<file path="config.mk">
export PLATFORM = sky130hd
export DESIGN_NAME = register_file_alu_execute_top
export DESIGN_NICKNAME = d
export VERILOG_FILES = /design/src/rtl/rfex_pkg.sv /design/src/rtl/register_file_alu_execute_top.sv
export SDC_FILE = /design/constraint.sdc
export NUM_CORES = 2
export LEC_CHECK = 0
export BUFFER_PORTS_ARGS = -buffer_cell sky130_fd_sc_hd__buf_4
export CAP_MARGIN = 25
export CORE_UTILIZATION = 32
export DETAILED_ROUTE_END_ITERATION = 8
export HOLD_SLACK_MARGIN = 0.03
export PLACE_DENSITY_LB_ADDON = 0.05
export SYNTH_ARGS = -nofsm -noshare
export SYNTH_HDL_FRONTEND = slang
export SYNTH_SLANG_ARGS = --single-unit
</file>
<file path="constraint.sdc">
create_clock -name clock -period 7.9 [get_ports clock]
set_input_delay 0.79 -clock clock [delete_from_list [all_inputs] [get_ports clock]]
set_output_delay 0.79 -clock clock [all_outputs]
set_load 0.03 [all_outputs]
</file>
<file path="src/rtl/rfex_pkg.sv">
// rfex_pkg: shared constants for the register file execute unit
// operation codes, register file geometry and pc region split
// no dependencies
package rfex_pkg;

   localparam int REG_COUNT       = 32;
   localparam int REG_AW          = $clog2(REG_COUNT);
   localparam int DATA_W          = 32;
   localparam int PC_REGION_SHIFT = 28;

   localparam logic [3:0] OP_ADD  = 4'd0;
   localparam logic [3:0] OP_SUB  = 4'd1;
   localparam logic [3:0] OP_OR   = 4'd2;
   localparam logic [3:0] OP_BINS = 4'd3;
   localparam logic [3:0] OP_CLZ  = 4'd4;
   localparam logic [3:0] OP_SLTI = 4'd5;
   localparam logic [3:0] OP_SSAT = 4'd6;
   localparam logic [3:0] OP_USAT = 4'd7;
   localparam logic [3:0] OP_BEQ  = 4'd8;
   localparam logic [3:0] OP_JUMP = 4'd9;

   typedef logic [REG_AW-1:0] reg_idx_type;
   typedef logic [DATA_W-1:0] data_type;

endpackage

</file>
<file path="src/rtl/register_file_alu_execute_top.sv">
// register_file_alu_execute_top: integer execute unit with register file and pc
// depends on rfex_pkg
//
// usage:
//   req_* carries one decoded instruction per transfer (req_valid high, req_stall low).
//   rsp_* carries one result per instruction, in order, under the same handshake.
//   the register file is read at the transfer edge (synchronous memory) into
//   the execute stage, which executes, writes back and updates the pc as the
//   result is registered.
//   throughput: one instruction per cycle, back to back, while rsp_stall is low;
//   a write made in the execute cycle is forwarded to the instruction read in
//   that same cycle.
//   two copies of the register file give the three read ports (rs, rt, rd).
//   reset (synchronous, active high) empties the pipeline, sets the pc to zero
//   and clears a valid bit per register, so every register reads as zero until
//   written; no clearing pass is needed.
//   when rsp_stall is high the result register holds its contents; the execute
//   stage still fills behind it, and req_stall rises only once both are full.
module register_file_alu_execute_top (
   input  logic                clock,
   input  logic                reset,
   input  logic                req_valid,
   output logic                req_stall,
   input  logic [3:0]          req_mode,
   input  logic [4:0]          req_dest_reg,
   input  logic [4:0]          req_src_a_reg,
   input  logic [4:0]          req_src_b_reg,
   input  logic signed [15:0]  req_immediate,
   input  logic [25:0]         req_jump_index,
   output logic                rsp_valid,
   input  logic                rsp_stall,
   output logic                rsp_reg_written,
   output logic [4:0]          rsp_written_reg,
   output logic signed [31:0]  rsp_written_value,
   output logic                rsp_branch_taken,
   output logic [31:0]         rsp_program_counter
);
   import rfex_pkg::*;

   // register file copies and per-register valid bits
   data_type     rf_main [REG_COUNT];
   data_type     rf_dest [REG_COUNT];
   logic [REG_COUNT-1:0] valid_ff, valid_in;

   // execute stage
   logic         s1_valid_ff, s1_valid_in;
   logic [3:0]   s1_mode_ff;
   reg_idx_type  s1_rd_ff, s1_rs_ff, s1_rt_ff;
   logic [15:0]  s1_imm_ff;
   logic [25:0]  s1_jidx_ff;
   data_type     rd_a_ff, rd_b_ff, rd_d_ff;
   logic         va_ff, vb_ff, vd_ff;

   // write performed on the edge that loaded the execute stage
   logic         fwd_en_ff;
   reg_idx_type  fwd_addr_ff;
   data_type     fwd_data_ff;

   logic [31:0]  pc_ff;

   logic         rsp_valid_ff, rsp_valid_in;
   logic         rsp_wr_ff, rsp_taken_ff;
   logic [4:0]   rsp_reg_ff;
   data_type     rsp_val_ff;

   logic         req_fire, s1_adv;
   data_type     op_a, op_b, op_d;
   logic         wr_en, taken;
   reg_idx_type  wreg;
   data_type     val;
   logic [31:0]  pc_next;
   logic [5:0]   clz_cnt;
   data_type     imm_ext;
   logic         ssat_on, usat_on;
   data_type     ssat_hi, ssat_lo, usat_hi;

   assign s1_adv    = s1_valid_ff && (!rsp_valid_ff || !rsp_stall);
   assign req_stall = s1_valid_ff && !s1_adv;
   assign req_fire  = req_valid && !req_stall;

   assign s1_valid_in  = req_fire ? 1'b1 : (s1_adv ? 1'b0 : s1_valid_ff);
   assign rsp_valid_in = s1_adv || (rsp_valid_ff && rsp_stall);

   // operand select: forwarded write, else memory, else reset value
   assign op_a = (fwd_en_ff && fwd_addr_ff == s1_rs_ff) ? fwd_data_ff
               : (va_ff ? rd_a_ff : '0);
   assign op_b = (fwd_en_ff && fwd_addr_ff == s1_rt_ff) ? fwd_data_ff
               : (vb_ff ? rd_b_ff : '0);
   assign op_d = (fwd_en_ff && fwd_addr_ff == s1_rd_ff) ? fwd_data_ff
               : (vd_ff ? rd_d_ff : '0);

   assign imm_ext = {{(DATA_W-16){s1_imm_ff[15]}}, s1_imm_ff};

   // leading zero count as a priority encoder
   always_comb begin
      clz_cnt = 6'(DATA_W);
      for (int i = 0; i < DATA_W; i++) begin
         if (op_a[i]) clz_cnt = 6'(DATA_W - 1 - i);
      end
   end

   // saturate bounds
   assign ssat_on = !s1_imm_ff[15] && (s1_imm_ff[14:5] == '0) && (s1_imm_ff[4:0] != '0);
   assign ssat_hi = (data_type'(1) << (s1_imm_ff[4:0] - 5'd1)) - data_type'(1);
   assign ssat_lo = ~ssat_hi;
   assign usat_on = s1_imm_ff[7:0] < 8'd31;
   assign usat_hi = (data_type'(1) << s1_imm_ff[4:0]) - data_type'(1);

   always_comb begin
      wr_en   = 1'b0;
      taken   = 1'b0;
      wreg    = '0;
      val     = '0;
      pc_next = pc_ff;
      unique case (s1_mode_ff)
         OP_ADD: begin
            wr_en = 1'b1; wreg = s1_rd_ff; val = op_a + op_b;
         end
         OP_SUB: begin
            wr_en = 1'b1; wreg = s1_rd_ff; val = op_a - op_b;
         end
         OP_OR: begin
            wr_en = 1'b1; wreg = s1_rd_ff; val = op_a | op_b;
         end
         OP_BINS: begin
            wr_en = 1'b1; wreg = s1_rd_ff; val = (op_d & ~op_b) | (op_a & op_b);
         end
         OP_CLZ: begin
            wr_en = 1'b1; wreg = s1_rd_ff; val = data_type'(clz_cnt);
         end
         OP_SLTI: begin
            wr_en = 1'b1; wreg = s1_rt_ff;
            val = data_type'($signed(op_a) < $signed(imm_ext));
         end
         OP_SSAT: begin
            wr_en = 1'b1; wreg = s1_rd_ff; val = op_a;
            if (ssat_on) begin
               if ($signed(op_a) > $signed(ssat_hi)) val = ssat_hi;
               else if ($signed(op_a) < $signed(ssat_lo)) val = ssat_lo;
            end
         end
         OP_USAT: begin
            wr_en = 1'b1; wreg = s1_rd_ff; val = op_a;
            if (usat_on && $signed(op_a) > $signed(usat_hi)) val = usat_hi;
         end
         OP_BEQ: begin
            if (op_a == op_b) begin
               taken   = 1'b1;
               pc_next = pc_ff + {imm_ext[DATA_W-3:0], 2'b00};
            end
         end
         OP_JUMP: begin
            taken   = 1'b1;
            pc_next = {pc_ff[31:PC_REGION_SHIFT], s1_jidx_ff, 2'b00};
         end
         default: begin
            wr_en = 1'b0;
         end
      endcase
   end

   always_comb begin
      valid_in = valid_ff;
      if (s1_adv && wr_en) valid_in[wreg] = 1'b1;
   end

   // register file: write back on retire, read on request transfer
   always_ff @(posedge clock) begin
      if (s1_adv && wr_en) begin
         rf_main[wreg] <= val;
         rf_dest[wreg] <= val;
      end
      if (req_fire) begin
         rd_a_ff <= rf_main[req_src_a_reg[REG_AW-1:0]];
         rd_b_ff <= rf_main[req_src_b_reg[REG_AW-1:0]];
         rd_d_ff <= rf_dest[req_dest_reg[REG_AW-1:0]];
      end
   end

   always_ff @(posedge clock) begin
      if (req_fire) begin
         s1_mode_ff  <= req_mode;
         s1_rd_ff    <= req_dest_reg[REG_AW-1:0];
         s1_rs_ff    <= req_src_a_reg[REG_AW-1:0];
         s1_rt_ff    <= req_src_b_reg[REG_AW-1:0];
         s1_imm_ff   <= req_immediate;
         s1_jidx_ff  <= req_jump_index;
         va_ff       <= valid_in[req_src_a_reg[REG_AW-1:0]];
         vb_ff       <= valid_in[req_src_b_reg[REG_AW-1:0]];
         vd_ff       <= valid_in[req_dest_reg[REG_AW-1:0]];
         fwd_addr_ff <= wreg;
         fwd_data_ff <= val;
      end
      if (s1_adv) begin
         rsp_wr_ff    <= wr_en;
         rsp_reg_ff   <= 5'(wreg);
         rsp_val_ff   <= val;
         rsp_taken_ff <= taken;
      end
   end

   always_ff @(posedge clock) begin
      if (reset) begin
         valid_ff     <= '0;
         s1_valid_ff  <= 1'b0;
         fwd_en_ff    <= 1'b0;
         pc_ff        <= '0;
         rsp_valid_ff <= 1'b0;
      end else begin
         valid_ff     <= valid_in;
         s1_valid_ff  <= s1_valid_in;
         rsp_valid_ff <= rsp_valid_in;
         if (req_fire) fwd_en_ff <= s1_adv && wr_en;
         if (s1_adv) pc_ff <= pc_next;
      end
   end

   assign rsp_valid           = rsp_valid_ff;
   assign rsp_reg_written     = rsp_wr_ff;
   assign rsp_written_reg     = rsp_reg_ff;
   assign rsp_written_value   = rsp_val_ff;
   assign rsp_branch_taken    = rsp_taken_ff;
   assign rsp_program_counter = pc_ff;

endmodule

</file>
**Word-level counts from Yosys, hierarchy flattened**

Memory sizes are Yosys's and may differ from the RTL's. A register that Yosys moved wholly into a read port is not among the register bits.
Cells that the tools add are included.

- Flip-flop bits (word level): 207
- RAM bits: 2048
- Input port bits: 65
- Output and inout bits: 73
- Word-level logic and storage cells: 153
- Memories kept: 2

Memories:

| name | words | bits a word | rd ports | clocked after memory_dff | write ports | RTL line | source |
|---|---|---|---|---|---|---|---|
| rf_dest | 32 | 32 | 1 | 1 | 1 | register_file_alu_execute_top.sv:42 | `data_type rf_dest [REG_COUNT];` |
| rf_main | 32 | 32 | 2 | 2 | 1 | register_file_alu_execute_top.sv:41 | `data_type rf_main [REG_COUNT];` |

- Add/sub/neg operators: 6
- Magnitude comparators: 10
- Equality and inequality tests: 14
- Shift operators: 2
- Multiplexer cells: 62
- Bitwise operators: 8
- Reduce and logical (&&, ||, !) cells: 28

Operator list:

| kind | count |
|---|---|
| $mux W32 | 12 |
| $pmux W32 S8 | 1 |
| $mux W6 | 32 |
| $or A32 B32 Y32 | 3 |
| $add A32 B32 Y32 | 2 |
| $and A32 B32 Y32 | 2 |
| $gt A32 B32 Y1 | 2 |
| $not A32 Y32 | 2 |
| $pmux W32 S2 | 1 |
| $shl A1 B5 Y32 const A | 2 |
| $sub A32 B1 Y32 const B | 2 |
| $eq A32 B32 Y1 | 1 |
| $lt A32 B16 Y1 | 1 |
| $lt A32 B32 Y1 | 1 |
| $sub A32 B32 Y32 | 1 |
| $lt A5 B6 Y1 const B | 4 |
| $eq A4 B3 Y1 const B | 4 |
| $bmux W1 S5 | 3 |
| $eq A5 B5 Y1 | 3 |
| $logic_and A1 B1 Y1 | 12 |
| $logic_not A10 Y1 | 1 |
| $mux W1 | 10 |
| $pmux W5 S2 | 1 |
| $eq A4 B2 Y1 const B | 2 |
| other kinds (18) | 25 |

**Depth between registers and ports, before layout**

- Depth in word-level cells: 36
- Gate-level depth with buffers: 26
- Gate-level depth less buffers: 22

**Worst setup path after synthesis**

No wires, ideal clock.

- Kind: reg-to-reg
- Start: register s1_imm_ff[1]
- End: register fwd_data_ff[2], data pin
- Setup time: 0.469 ns
- Data arrival time: 5.713 ns
- Required time: 7.431 ns
- Path slack: 1.717 ns
- Cell stages (with the launch flop): 25
- Path buffers: 4
- Period minus slack after synthesis: 6.183 ns
- Cell sequence: edfxtp_1 -> clkbuf_1 -> inv_1 -> buf_1 -> nand2_1 -> nor2_1 -> inv_1 -> ha_1 -> clkbuf_1 -> nand2_1 -> o21ai_0 -> a21boi_0 -> inv_1 -> ha_1 -> nor4_1 -> nand4b_1 -> o21a_1 -> nor3b_1 -> a32o_1 -> a31oi_1 -> nand2_1 -> clkbuf_1 -> o22ai_1 -> a21oi_1 -> o21ai_0

- Longest elaborated chain between the ends: 9
- Elaborated cells between the ends (all ways): 18
- Those cells by class: add/sub (3); order compare (4); shift (2); mux (5); bitwise (1); reduce/logical (3)

RTL lines:

| element | RTL line | source |
|---|---|---|
| start, declared | register_file_alu_execute_top.sv:49 | `logic [15:0] s1_imm_ff;` |
| start signal, assigned | register_file_alu_execute_top.sv:186 | `s1_imm_ff <= req_immediate;` |
| $sub A5 B1 Y5 | register_file_alu_execute_top.sv:104 | `assign ssat_hi = (data_type'(1) << (s1_imm_ff[4:0] - 5'd1)) - data_type'(1);` |
| $shl A1 B5 Y32 | register_file_alu_execute_top.sv:104 |  |
| $sub A32 B1 Y32 | register_file_alu_execute_top.sv:104 |  |
| $not A32 Y32 | register_file_alu_execute_top.sv:105 | `assign ssat_lo = ~ssat_hi;` |
| $lt A32 B32 Y1 | register_file_alu_execute_top.sv:139 | `else if ($signed(op_a) < $signed(ssat_lo)) val = ssat_lo;` |
| $mux W32 | register_file_alu_execute_top.sv:139 |  |
| $mux W32 | register_file_alu_execute_top.sv:138 | `if ($signed(op_a) > $signed(ssat_hi)) val = ssat_hi;` |
| $mux W32 | register_file_alu_execute_top.sv:137 | `if (ssat_on) begin` |
| $pmux W32 S8 * | register_file_alu_execute_top.sv:115 | `unique case (s1_mode_ff)` |
| named net val[2] | register_file_alu_execute_top.sv:70 | `data_type val;` |
| end signal, assigned | register_file_alu_execute_top.sv:192 | `fwd_data_ff <= val;` |
| end, declared | register_file_alu_execute_top.sv:57 | `data_type fwd_data_ff;` |

The timed path passes the listed nets; every way through them passes the cells marked *.
A chain may end at the register's enable or synchronous reset.

**Final worst setup path**

- Start: register s1_imm_ff[1]
- End: memory rf_main[21][5] (netlist name), data pin

- Longest elaborated chain between the ends: 9
- Elaborated cells between the ends (all ways): 18
- Those cells by class: add/sub (3); order compare (4); shift (2); mux (5); bitwise (1); reduce/logical (3)

RTL lines:

| element | RTL line |
|---|---|
| $sub A5 B1 Y5 | register_file_alu_execute_top.sv:104 |
| $shl A1 B5 Y32 | register_file_alu_execute_top.sv:104 |
| $sub A32 B1 Y32 | register_file_alu_execute_top.sv:104 |
| $not A32 Y32 | register_file_alu_execute_top.sv:105 |
| $lt A32 B32 Y1 | register_file_alu_execute_top.sv:139 |
| $mux W32 | register_file_alu_execute_top.sv:139 |
| $mux W32 | register_file_alu_execute_top.sv:138 |
| $mux W32 | register_file_alu_execute_top.sv:137 |
| $pmux W32 S8 * | register_file_alu_execute_top.sv:115 |
| named net val[5] | register_file_alu_execute_top.sv:70 |
| end, declared | register_file_alu_execute_top.sv:41 |

Marks and branches as above.

==> run summary <==
Top delay family on crit path - simple AND/OR/NAND/NOR gates
CTS H-Tree Depth - 4
Setup Skew - 0.0691 ns
Synth area leaders - edfxtp_1, mux4_2, ha_1
measured slew at the worst slew-check pin - 1.10 ns
Vias/cell - 6.11
area occupied by multi-input gates - 37500 µm²
Crit path largest cell delay - 0.55 ns
Yosys reg bits - 1325
syn avg cell area - 15.5 µm²
Routed WL per cell - 37.4 µm
Syn. warnings - 0
total power - 18.3 mW
worst path buffer plus inverter count - 3
Final Cycle Share - 89.4%
hpwl dp - 201000 µm
critical-path maximum fanout - 34
Reg clk slew, reported paths - 0.06 ns
unrepaired setup endpoints after global routing - false
TNS Setup - 0 ns
total congestion overflow - 0
Die W - 497 µm
Tmin final - 7.06 ns
final setup margin - 0.838 ns
maximum vdd drop - 0.202 mV
area added between synthesis and finish - 14.8%
share of layout cells above drive strength 1 - 33.4%
Req. time, crit path - 8.24 ns
Antenna Nets Post-Route - 0
core area - 243000 µm²
Top reg by flops - rf_main
reg-to-reg endpoint - rf_main[21][5]
first-pass detailed-route iteration total - 8
Hold Vio Cnt, Final - 0
post-CTS sizing - 0
dpl ws - 1.02 ns
synth unique cells - 85
mapped cell area - 78300 µm²
top_reg_cell synth - edfxtp_1
WS Path Type - reg -> reg
largest net degree at the start of global routing - 121
Num CTS Buffers - 164
PwrDens - 204 nW/µm²
Register Area - 39100 µm²
share of flip-flops with an asynchronous set or reset - 0%
hold-fix buffers at CTS - 0
Worst R2R Path Depth - 21
TritonCTS clock tree - done
initial core utilization - 32.2%
crit-path cells - nor2_1 -> nand2_1 -> nor2_1 -> clkinv_1 -> buf_4 -> ha_1 -> or2_2 -> o32ai_1 -> a21oi_1 -> ha_1 -> and4_1 -> and3_1 -> nand3_1 -> or2_2 -> a2111oi_0 -> or4b_1 -> o211a_2 -> buf_12 -> nand2_1 -> o211ai_1 -> o2111ai_4
status - finished, final reports clean
register area share after synthesis - 50.0%
clk_lat worst skew - 0.87 ns
port bufs - 135
Rows - 181
drt drc - 0
Critical Path Stages - 21
first-pass GRT wire length - 441000 µm
CP Capture Point - rf_main[21][5]
min-delay worst type - in -> reg
IO Pins - 138
Die Y - 497 µm
most common cell after layout, fill and taps aside - edfxtp_1
max-cap check violation count - 0
Synth Instances - 5047
CP arrival - 7.40 ns
Pins Over Slew Limit - 0
setup violators final - 0
Hold Crit Start - req_jump_index[20]
GPL Wtd Cong - 0.989
Starting DRT DRC Count - 5579
maximum root-to-sink buffer count - 3
critical path's slowest cell - a2111oi_0
layout net count - 5552
Vias - 52300
vias in the first global route - 52500
most frequent cells in the layout - edfxtp_1, mux4_2, buf_4, a21oi_1, ha_1
Leak - 30.3 nW
initial antenna violation count - 22
global-route usage over all layers - 25.9%
Max Freq - 0.142 GHz
top-area cell type share of the netlist area - 48.3%
Clock Tree Root - clkbuf_16
DIE AREA - 247000 µm²
r2r setup slk - 0.84 ns
Fillers - 23000
routed wire length - 320000 µm
Post CTS Setup Buffer Count - 0
Critical Path Start - s1_imm_ff[1]
origin of the critical flop-to-flop path - s1_imm_ff[1]
max reg flops - 1024
Crit. End Element - flip-flop
largest area contributor in the netlist - edfxtp_1
CTS Sinks - 1325
Relative slew margins - 26.8%
Post-synth EDFFs - 1260
CP startpoint kind - flip-flop
-- through the flow --
step	instances	cell area, µm²	util, %	hold slack [ns]
floorplan	5048	78300	-	0.440
global placement	8255	84400	34.7	0.456
detailed placement	8260	84500	34.7	0.470
CTS	8562	89900	36.9	0.0386
global route	8567	89900	37.0	0.0570
finish	8568	89900	37.0	0.116
-- worst min-delay path by stage --
stage / to / slack [ns] / depth (start not counted)
5_1_grt: s1_jidx_ff[14] / 0.06 / 1
3_5_place_dp: valid_ff[19] / 0.47 / 2
6_report: s1_jidx_ff[20] / 0.12 / 1
3_3_place_gp: valid_ff[10] / 0.46 / 2
2_1_floorplan: valid_ff[10] / 0.44 / 2
4_1_cts: s1_jidx_ff[20] / 0.04 / 1
-- worst register-to-register path, cell delays in order (launching register included) --
cell       delay (ns)
edfxtp_1         0.47
nor2_1           0.44
nand2_1          0.22
nor2_1           0.21
clkinv_1         0.09
buf_4            0.19
ha_1             0.42
or2_2            0.46
o32ai_1          0.26
a21oi_1          0.18
ha_1             0.33
and4_1           0.21
and3_1           0.18
nand3_1          0.12
or2_2            0.32
a2111oi_0        0.55
or4b_1           0.22
o211a_2          0.53
buf_12           0.28
nand2_1          0.11
o211ai_1         0.19
o2111ai_4        0.55
-- cell usage after synthesis (44+ instances only) --
cell	instances
mux4_2	990
and3_1	51
buf_1	81
nor2_1	282
ha_1	256
a21o_1	44
mux2_2	98
o21ai_0	175
nand3_1	52
nor3_1	47
nand2_1	248
clkbuf_1	278
o22ai_1	56
a21oi_1	261
dfxtp_1	65
edfxtp_1	1260
inv_1	177
a211oi_1	53
o211ai_1	61
-- power by group --
group / internal, mW / switching (mW) / leakage (nW)
clock: 4.35 / 3.26 / 2.61
combinational: 0.992 / 1.60 / 15.6
sequential: 8.00 / 0.0981 / 12.2
-- logic make-up (layout without fill, tap and decap cells) --
family / count (synthesis) / after routing / synth area share [%]
AOI/OAI and AO/OA: 881 / 881 / 7.17
xor gates and xnor gates: 51 / 51 / 0.570
adders and majority gates: 259 / 259 / 4.17
buffers and inverters: 548 / 864 / 2.67
DFF: 1325 / 1325 / 50.0
muxes: 1124 / 1124 / 30.3
other: 2 / 5 / 0.00959
and+or+nand+nor: 857 / 857 / 5.10
-- routing by layer --
| layer | up-vias | track usage [%] | part of all wire [%] |
|---|---|---|---|
| met3 | 449 | 4.26 | 6.3 |
| li1 | 21400 | - | - |
| met1 | 28300 | 36.4 | 44 |
| met5 | - | 0 | 0.013 |
| met2 | 2119 | 41.3 | 47 |
| met4 | 6 | 7.35 | 2.9 |
-- final cells by class --
| cell class | count | area share, % |
|---|---|---|
| Antenna cell | 2 | 0.00557 |
| Clock buffer | 199 | 4.74 |
| Clock inverter | 103 | 1.22 |
| Inverter | 180 | 0.762 |
| Multi-Input combinational cell | 3175 | 41.7 |
| Sequential cell | 1325 | 43.5 |
| Tap cell | 3202 | 4.46 |
| Timing Repair Buffer | 382 | 3.62 |
Power figures use the tool's default switching activity.
